File: src/hw/rtl/tssva_alu.sv
// ----------------------------------------------------------------------------
// Shared compare / subtract unit
// Gives a - b and the unsigned a >= b flag; the sequencer's address
// reduction, remaining-step, accumulator and effect-end compares share it.
// ----------------------------------------------------------------------------
module tssva_alu #(
  parameter int Width = 22
) (
  input  logic [Width-1:0] a_i,
  input  logic [Width-1:0] b_i,
  output logic [Width-1:0] diff_o,
  output logic             ge_o
);

  logic [Width:0] full;

  // Borrow of the extended subtract is the less-than flag
  assign full   = {1'b0, a_i} - {1'b0, b_i};
  assign diff_o = full[Width-1:0];
  assign ge_o   = ~full[Width];

endmodule

File: config.mk
export PLATFORM = sky130hd
export DESIGN_NAME = tssva_alu
export DESIGN_NICKNAME = d
export VERILOG_FILES = /design/src/hw/rtl/tssva_alu.sv
export SDC_FILE = /design/constraint.sdc
export NUM_CORES = 1
export LEC_CHECK = 0
export ABC_AREA = 1
export CAP_MARGIN = 20
export CORE_ASPECT_RATIO = 1.75
export CORE_MARGIN = 3
export CORE_UTILIZATION = 35
export DETAILED_ROUTE_END_ITERATION = 12
export DONT_BUFFER_PORTS = 1
export SYNTH_ARGS = -nofsm -noshare
export SYNTH_HDL_FRONTEND = slang
export SYNTH_SLANG_ARGS = --single-unit
File: constraint.sdc
create_clock -name vclk -period 1.43
set_clock_uncertainty 0.1 [all_clocks]
set_input_delay 0 -clock vclk [all_inputs]
set_output_delay 0 -clock vclk [all_outputs]
set_load 0.005 [all_outputs]
Word-level counts from Yosys, hierarchy flattened

Cells that the tools add are included.

Register bits after elaboration: 0
Input port bits: 44
Output and inout port bits: 23
Logic and storage cells: 2

$add $sub $neg: 1
Bitwise operators: 1

Operators by type and width:

| operator                     | number |
|---|---|
| subtractor 22 x 22 -> 23 bit | 1 |
| NOT 1 bit                    | 1 |

Depth between registers and ports, before layout

Depth in word-level cells: 2
Mapped depth: 12

Least setup slack after synthesis

Ideal clock, no wire load.

Path kind: input -> output
Start: in a_i[0]
End: out ge_o
Arrival: 1.220 ns
Required time: 1.330 ns
Setup slack: 0.110 ns
Stages on the path: 12
Buffers on the path: 0
Path through: inv_1 -> ha_1 -> inv_1 -> fa_1 -> nand3_1 -> nand3_2 -> nand2_1 -> nand2_1 -> nand3b_1 -> nand2_1 -> nand2_1 -> nand2_1

Cells in the longest elaborated chain, start to end: 2

RTL lines:

| element                      | line | RTL |
|---|---|---|
| from (decl)                  | 9    | `input logic [Width-1:0] a_i,` |
| subtractor 22 x 22 -> 23 bit | 18   | `assign full = {1'b0, a_i} - {1'b0, b_i};` |
| NOT 1 bit                    | 20   | `assign ge_o = ~full[Width];` |
| to (decl)                    | 12   | `output logic ge_o` |

Every way passes these cells.

Worst setup path after layout

Ends and elaborated chain as after synthesis.

==> results.md <==
- Synthesized cell area: 1620 µm²
- GPL Wtd Cong: 0.898
- Startpoint Class: input port
- Leak: 1.16 nW
- Detailed-route via count: 1,822
- Post-synth top area share: 30.2%
- Synth Instances: 327
- PortBufs: 0
- Share of cells above drive strength 1: 13.2%
- Synth cell types: 21
- Fin crit period: 1.33 ns
- RSZ-0062 raised after global routing: true
- Post-Syn Area per Cell: 4.95 µm²
- FFs & Latches: 0
- Routed Antenna Nets: 0
- Crit-path max FO: 4
- Sequential area share after synthesis: 0%
- Initial drt markers: 45
- Yosys warns: 0
- Least-Margin Pin Slew: 0.260 ns
- Post-DP HPWL: 3.92 mm
- First-pass GRT wire length: 6.96 mm
- Vias in the first global route: 1,658
- CP most frequent cell: nand2_1
- Total power after layout: 0.000736 W
- Max Cap Viol: 0
- Drt wl/cell: 11.6 µm
- Number of diodes: 0
- Setup TNS Final: 0 ns
- Vias per cell: 4.74
- Global-route total usage across every layer: 15.2%
- Count leader, synth: nand2_1
- Max-slew violation count: 0
- Syn Nets: 394
- IO Pins: 67
- Pwr per Cell Area: 413 nW/µm²
- Cts hold-fix bufs: 0
- Worst path slowest cell: fa_2
- Top cells by area, synth: nand2_1 (30%), inv_1 (17%), ha_1 (17%), xor2_1 (6.0%), nand3_1 (5.9%)
- Max Clk Rate: 0.752 GHz
- DRC errors left: 0
- Most frequent cells after synthesis: nand2_1 (130), inv_1 (74), ha_1 (22), nor2_1 (20), nand3_1 (19)
- Clkbuf count: 0
- Die height: 95.9 µm
- VDD IR max: 0.000185 V
- CORE AREA: 4440 µm²
- # rows: 32
- Largest net degree at the start of global routing: 7
- Storage element area: 0 µm²
- Final Setup Violations: 0
- Die area: 5510 µm²
- Setup crit end kind: primary output
- Final Hold Vio Count: 0
- Total Wirelength: 4.44 mm
- DRT Pass-1 Iters: 4
- Max-Slew Margin vs Limit: 82.5%
- Setup CP Type: in -> out
- Status: finished clean
- Max incr delay on CP: 0.39 ns
- Gr ovfl total: 0
- Area grow syn2layout: 10.2%
- Layout Utilization: 40.1%
- HP Class: in -> out
- Yosys top cell by area: nand2_1
- Final nets: 402
- Initial Utilization: 36.4%
- Initial antenna violation count: 0
- Worst path cell trace: inv_2, ha_4, inv_2, fa_2, nand3_2, nand3_4, nand2_2, nand2_2, nand3b_1, nand2_1, nand2_1, nand2_1
- Crit share post-route: 93.0%
- Horiz. Die Dim: 57.4 µm
- CP arrival: 1.23 ns
- CP required: 1.33 ns
==> power breakdown <==
group / total (W) / internal (W) / switching (W) / leakage (nW)
clock: 0 / 0 / 0 / 0
sequential: 0 / 0 / 0 / 0
combinational: 0.000736 / 0.000258 / 0.000478 / 1.16
==> path summary, 6_finish.rpt <==
path | start | end | slack, ns | cells past startpoint
setup / recovery | a_i[0] | ge_o | 0.1 | 12
hold / removal | b_i[0] | diff_o[0] | 0.04 | 2
==> placed cells by master, fill, tap and decap left out, drive strengths merged <==
master	n
nand2	136
a21oi	15
ha	22
nor2	24
nor4	1
o21bai	2
xor2	11
nand3b	2
o31ai	1
nand4	3
nor3	1
and2	3
fa	1
nand3	21
buf	6
inv	84
==> worst max-delay path, delay by kind of cell <==
kind / cells / cell delay (ns)
adder cells (fa/ha/maj): 2 / 0.51
buffers and inverters: 2 / 0.08
AND/OR/NAND/NOR: 8 / 0.63
==> layout make-up <==
cell class | instances | area (µm²)
Inverter | 84 | 315
Tap cell | 51 | 63.8
Fill cell | 541 | 2660
Multi-Input combinational cell | 243 | 1360
Timing Repair Buffer | 6 | 45.0
==> layer usage <==
| layer | global-route usage, % | vias to the layer above | share of wire, % |
|---|---|---|---|
| met2 | 32.3 | 51 | 57 |
| met1 | 15.5 | 774 | 36 |
| met5 | 0 | - | 0 |
| met3 | 2.01 | 4 | 5.7 |
| met4 | 1.55 | 0 | 0.95 |
| li1 | - | 993 | - |
==> metrics by stage <==
| stage | hold slack, ns | area [µm²] | instances | setup WS [ns] |
|---|---|---|---|---|
| 2_1_floorplan | 0.0313 | 1620 | 327 | 0.110 |
| 3_3_place_gp | 0.0374 | 1710 | 382 | 0.00749 |
| 3_5_place_dp | 0.0407 | 1710 | 382 | -0.0208 |
| 4_1_cts | 0.0403 | 1710 | 382 | 0.0414 |
| 5_1_grt | 0.0380 | 1780 | 384 | -0.0301 |
| 6_report | 0.0369 | 1780 | 384 | 0.0997 |
==> cells by family after synthesis <==
family / count (synthesis) / share of synthesized area [%]
adders and majority gates: 23 / 18.3
AOI/OAI and AO/OA: 18 / 6.26
buffers and inverters: 84 / 19.5
xor gates and xnor gates: 11 / 5.95
and+or+nand+nor: 191 / 50.0
==> timing repair <==
| item | 4_1_cts | 5_1_grt |
|---|---|---|
| pin swaps | 0 | 7 |
| setup endpoints to repair | 2 | 11 |
| setup buffers | 0 | 2 |
| gates cloned | 0 | 0 |
| resized for setup | 1 | 16 |
Note: power is estimated with default switching activity, not from simulation.
