===== src/hw/rtl/tssva_pkg.sv =====
// ----------------------------------------------------------------------------
// Tone step sequencer package
// Shared widths, codes, state encoding and reset values for the three-voice
// square-wave effect sequencer.
// ----------------------------------------------------------------------------
package tssva_pkg;

  // Default structural parameters
  localparam int STEP_DEPTH_DEF  = 4096;
  localparam int VOICE_COUNT_DEF = 3;
  localparam int STEP_DEPTH_MIN  = 64;

  // Field widths
  localparam int KIND_W   = 2;
  localparam int ADDR_W   = 12;
  localparam int DIV_W    = 16;
  localparam int LEN_W    = 13;
  localparam int CHIP_W   = 4;
  localparam int VAL_W    = 8;
  localparam int PERIOD_W = 12;
  localparam int ACC_W    = 6;

  // Configuration port and register widths
  localparam int CFG_IDX_W  = 2;
  localparam int CFG_DATA_W = 5;
  localparam int INC_W      = 5;
  localparam int IV_W       = 5;
  localparam int VOL_W      = 4;

  // Divider to period conversion: (divider * 6866) >> 16, clamped
  localparam int                  SCALE_W      = 13;
  localparam logic [SCALE_W-1:0]  PERIOD_SCALE = 13'd6866;
  localparam int                  PROD_W       = DIV_W + SCALE_W;
  localparam int                  QUO_W        = PROD_W - 16;
  localparam logic [PERIOD_W-1:0] PERIOD_MAX   = 12'hFFF;

  // Address reduction: a 12-bit address over a store of at least 64 entries
  // has a quotient below 2^6, so six restoring steps give the remainder.
  localparam int MOD_STEPS = ADDR_W - $clog2(STEP_DEPTH_MIN);
  localparam int MOD_CNT_W = $clog2(MOD_STEPS);

  // Step timing
  localparam logic [IV_W-1:0] MIN_INTERVAL = 5'd8;

  // Chip register map: volume registers start here
  localparam logic [CHIP_W-1:0] CHIP_VOL_BASE = 4'd8;

  // Configuration reset values
  localparam logic [INC_W-1:0] TICK_INC_RST = 5'd20;
  localparam logic [IV_W-1:0]  STEP_IV_RST  = 5'd11;
  localparam logic [VOL_W-1:0] VOLUME_RST   = 4'd12;

  // Input kinds
  typedef enum logic [KIND_W-1:0] {
    KIND_LOAD = 2'd0,
    KIND_PLAY = 2'd1,
    KIND_TICK = 2'd2
  } kind_e;

  // Configuration register indexes
  typedef enum logic [CFG_IDX_W-1:0] {
    CFG_TICK_INC = 2'd0,
    CFG_STEP_IV  = 2'd1,
    CFG_VOLUME   = 2'd2
  } cfg_idx_e;

  // Sequencer states
  typedef enum logic [3:0] {
    ST_IDLE,
    ST_LD_MOD,
    ST_LD_WR,
    ST_PL_MOD,
    ST_PL_REM,
    ST_PL_CMP,
    ST_PL_SET,
    ST_TK_SAT,
    ST_TK_CHK,
    ST_V_CHK,
    ST_V_DATA,
    ST_V_HI,
    ST_V_VOL,
    ST_TK_END
  } state_e;

endpackage


===== src/hw/rtl/tssva_period.sv =====
// ----------------------------------------------------------------------------
// Divider to period converter
// Scales a timer divider by 6866/65536 and clamps to a 12-bit period; a
// zero divider gives a silent (zero) period. Registered output.
// ----------------------------------------------------------------------------
module tssva_period
  import tssva_pkg::*;
(
  input  logic                clk_i,
  input  logic [DIV_W-1:0]    divider_i,
  output logic [PERIOD_W-1:0] period_o
);

  logic [PROD_W-1:0]   prod;
  logic [QUO_W-1:0]    quo;
  logic [PERIOD_W-1:0] period_d;
  logic [PERIOD_W-1:0] period_q;

  // Scale and clamp
  assign prod = PROD_W'(divider_i) * PROD_W'(PERIOD_SCALE);
  assign quo  = prod[PROD_W-1:16];

  always_comb begin
    if (divider_i == '0) begin
      period_d = '0;
    end else if (quo == '0) begin
      period_d = PERIOD_W'(1);
    end else if (quo > QUO_W'(PERIOD_MAX)) begin
      period_d = PERIOD_MAX;
    end else begin
      period_d = quo[PERIOD_W-1:0];
    end
  end

  always_ff @(posedge clk_i) begin
    period_q <= period_d;
  end

  assign period_o = period_q;

endmodule


===== config.mk =====
export PLATFORM = sky130hd
export DESIGN_NAME = tssva_period
export DESIGN_NICKNAME = d
export VERILOG_FILES = /design/src/hw/rtl/tssva_pkg.sv /design/src/hw/rtl/tssva_period.sv
export SDC_FILE = /design/constraint.sdc
export NUM_CORES = 1
export LEC_CHECK = 0
export BUFFER_PORTS_ARGS = -buffer_cell sky130_fd_sc_hd__buf_2
export CAP_MARGIN = 20
export CORE_ASPECT_RATIO = 0.6
export CORE_UTILIZATION = 40
export DETAILED_ROUTE_END_ITERATION = 7
export MAX_ROUTING_LAYER = met4
export PLACE_DENSITY = 0.63
export SETUP_SLACK_MARGIN = 0.1
export SLEW_MARGIN = 20
export SYNTH_ARGS = -nofsm -noshare
export SYNTH_HDL_FRONTEND = slang
export SYNTH_SLANG_ARGS = --single-unit

===== constraint.sdc =====
create_clock -name clk_i -period 15.47 [get_ports clk_i]
set_input_delay 1.547 -clock clk_i [delete_from_list [all_inputs] [get_ports clk_i]]
set_output_delay 1.547 -clock clk_i [all_outputs]
set_load 0.005 [all_outputs]

## After elaboration in Yosys (flattened, before gate mapping)

Cells that the tools add are included.
W data, S select, Z words.

| word-level totals | value |
|---|---|
| flip-flop bits (word level) | 12 |
| output and inout port bits | 12 |
| logic and storage cells | 9 |

| operators by class | value |
|---|---|
| multiply operators | 1 |
| $lt $le $gt $ge | 1 |
| multiplexer cells | 2 |
| reductions and logical operators | 3 |

Operator list:

| kind | count |
|---|---|
| $mul A16 B12 Y28 const B | 1 |
| $logic_not A16 Y1 | 1 |
| $gt A13 B12 Y1 const B | 1 |
| $logic_not A13 Y1 | 1 |
| $mux W12 | 1 |
| $reduce_or A2 Y1 | 1 |
| $mux W1 | 1 |

## Longest topological paths before layout

| logic depth | value |
|---|---|
| depth in word-level cells | 4 |
| mapped depth | 20 |
| gate-level depth less buffers | 19 |

## Worst setup path after synthesis

No wires, ideal clock.

| timing path | value |
|---|---|
| kind | input-to-reg |
| start | in divider_i[6] |
| end | reg period_q[0] (netlist: period_o[0]) |
| arrival time | 5992 ps |
| slack | 9361 ps |
| cell stages on the path | 18 |
| path buffers | 0 |
| path through | ha_1 > fa_1 > inv_1 > fa_1 > inv_1 > fa_1 > inv_1 > fa_1 > inv_1 > ha_1 > and3_1 > and4_4 > a221oi_4 > o21a_1 > a21oi_1 > a31oi_1 > and4bb_1 > a41o_1 |

| on the way | value |
|---|---|
| word-level cells in the longest chain between the ends | 4 |

RTL lines:

| item | line | source |
|---|---|---|
| from (decl) | tssva_period.sv:10 | `input logic [DIV_W-1:0] divider_i,` |
| $mul A16 B12 Y28 | tssva_period.sv:20 | `assign prod = PROD_W'(divider_i) * PROD_W'(PERIOD_SCALE);` |
| $gt A13 B12 Y1 | tssva_period.sv:28 | `end else if (quo > QUO_W'(PERIOD_MAX)) begin` |
| $mux W12 | tssva_period.sv:28 |  |
| $mux W1 | tssva_period.sv:26 | `end else if (quo == '0) begin` |
| to (signal assigned) | tssva_period.sv:36 | `period_q <= period_d;` |
| to (decl) | tssva_period.sv:17 | `logic [PERIOD_W-1:0] period_q;` |

Several ways; a longest one is shown, not always the timed one.
A chain may end at the register's enable or synchronous reset.

## Final worst setup path

| timing path | value |
|---|---|
| start | in divider_i[10] |
| end | reg period_q[0] (netlist: period_o[0]) |

Same word-level chain as after synthesis.

==> key figures <==
Run status
  – Status: complete, no violations

Synth
  – Yosys reg bits: 12
  – Commonest cells post-synth: 153 x inv_1, 106 x ha_1, 59 x fa_1
  – EDFF count, synth: 0
  – Most common cell in the netlist: inv_1
  – FFs w/ async S/R, synth: 0%
  – Yosys warnings: 0
  – Synth top area cells: ha_1 30%, fa_1 27%, inv_1 13%, dfxtp_1 5.4%, a21oi_1 3.0%
  – Register area share after synthesis: 5.42%
  – Post-Syn Instances: 501
  – Yosys top cell area share: 29.9%
  – Cell Area, Synth: 4430 um^2
  – Cell taking the most area after synthesis: ha_1
  – Yosys cell types: 47
  – Synth Net Count: 683
  – Avg Cell Area, Syn: 8.84 um^2
  – Main synth FF type: dfxtp_1

Critical path
  – Critical path type: in -> reg
  – Worst Setup End Kind: flip-flop
  – Crit path DAT: 6530 ps
  – CP Launch Type: input port
  – Worst-path fanout max: 7
  – Worst EP required: 15590 ps

Clock network
  – Clock tree buffer depth: 2
  – CTS tree: done
  – Number of clock sinks: 12
  – Setup Fix Bufs, Post-CTS: 0
  – # hold bufs at CTS: 0
  – CTS root buf: clkbuf_16
  – CTS buffer count: 3
  – Clock transition at path regs: 40 ps
  – CTS resizes: 0
  – H-tree depth: 1

Die
  – Starting Density: 41.5%
  – Die height: 83.5 um
  – Core box area: 10700 um^2
  – Die area: 11500 um^2
  – Die extent in x: 138 um
  – IO Count: 29
  – Std cell rows: 29

Global routing
  – Total GRT Usage: 19.6%
  – GRT Residual Overflow: 0
  – First-pass GRT wire length: 17000 um
  – Largest net degree at the start of global routing: 14
  – Vias in the first global route: 3486
  – Initial antenna violation count: 0

Finish
  – Number of diodes: 0
  – Finished Cell Area: 4770 um^2
  – Fin cells: 663
  – Share of layout cells above drive strength 1: 8.02%
  – Max reg flops: 12
  – Area delta synth->final: 7.62%
  – Fin nets: 708

Drt
  – DR iter-0 viols: 220
  – Antenna-violating nets left: 0
  – Final wirelength: 9930 um
  – Vias/cell: 5.04
  – DR WL/cell: 15.0 um
  – 1st-pass router iterations: 5
  – # DRC: 0
  – Vias: 3343

Hold path
  – Hold path depth: 6
  – Worst Hold End: period_o[1]
  – Hold crit path type: in -> reg
  – Hold wc startpoint: divider_i[2]

Timing
  – Worst-Margin Slew: 767 ps
  – Setup TNS: 0 ps
  – Min cycle time layout: 6400 ps
  – Fin. Hold Viols: 0
  – Crit share post-route: 41.4%
  – Setup violators final: 0
  – RSZ-0062 raised after global routing: no
  – WHS: 2140 ps
  – Slew margin rel.: 48.7%
  – Slew Limit Fails: 0
  – Max Freq: 156 MHz

Place
  – Post-placement cell count: 660
  – Routability cong.: 0.971
  – Cell Area, Placed: 4690 um^2
  – Port Buffer Count: 28
  – Hpwl dp: 9010 um

Run
  – Max Cap Viol: 0
[through the flow]
| stage | utilization (%) | worst slack [ps] |
|---|---|---|
| floorplan | - | 9360 |
| global placement | 44.0 | 8970 |
| detailed placement | 44.0 | 8850 |
| CTS | 44.7 | 9060 |
| global route | 44.7 | 8760 |
| finish | 44.7 | 9070 |
[final cells by class]
| cell class | instances | area (um^2) |
|---|---|---|
| fill | 1063 | 5900 |
| clock buffer | 3 | 75.1 |
| multi-input combinational | 328 | 3560 |
| tap | 139 | 174 |
| timing repair buffer | 28 | 140 |
| inverter | 153 | 574 |
| sequential | 12 | 240 |
[worst max path at each step]
stage                   from          end  slack, ps  cells after the start
6_report       divider_i[10]  period_o[0]       9070                     18
5_1_grt        divider_i[10]  period_o[0]       8760                     18
4_1_cts         divider_i[8]  period_o[0]       9060                     18
3_5_place_dp    divider_i[8]  period_o[0]       8850                     18
3_3_place_gp    divider_i[4]  period_o[0]       8970                     20
2_1_floorplan   divider_i[6]  period_o[0]       9360                     18
[layer usage]
| layer | routed length (um) | vias to the layer above | GRT usage [%] |
|---|---|---|---|
| li1 | - | 1637 | - |
| met1 | 5410 | 1629 | 30.6 |
| met2 | 3870 | 75 | 27.4 |
| met3 | 618 | 2 | 3.52 |
| met4 | 29 | 0 | 0.791 |
| met5 | 0 | - | - |
[worst max-delay path, stage by stage]
cell	delay (ps)
buf_2	150
ha_1	340
inv_1	70
fa_1	480
inv_1	60
fa_1	500
fa_1	550
inv_1	60
fa_1	530
inv_1	40
ha_1	360
a21oi_1	290
o21ai_1	230
a2111oi_4	340
o41ai_2	150
xnor2_1	440
a21oi_1	140
a41o_1	240
[cell usage in the layout (no fill, tap or decap), types with 8 or more instances in the layout]
cell type and count:
nand2_1 15, fa_1 59, buf_2 28, ha_1 106
dfxtp_1 12, o21ai_0 13, nor2_1 25, a21oi_1 27
inv_1 153, nand4_1 8, xor2_1 8, xnor2_1 10
[logic make-up after synthesis]
kind of cell,synth area share (%)
fa+ha+maj,56.6
buf+inv,14.1
compound gates,12.7
simple gates,7.65
xor+xnor,3.56
flops,5.42
Power is not shown: default switching activity piles up to over one toggle a cycle in this logic, so the estimate is an artifact.
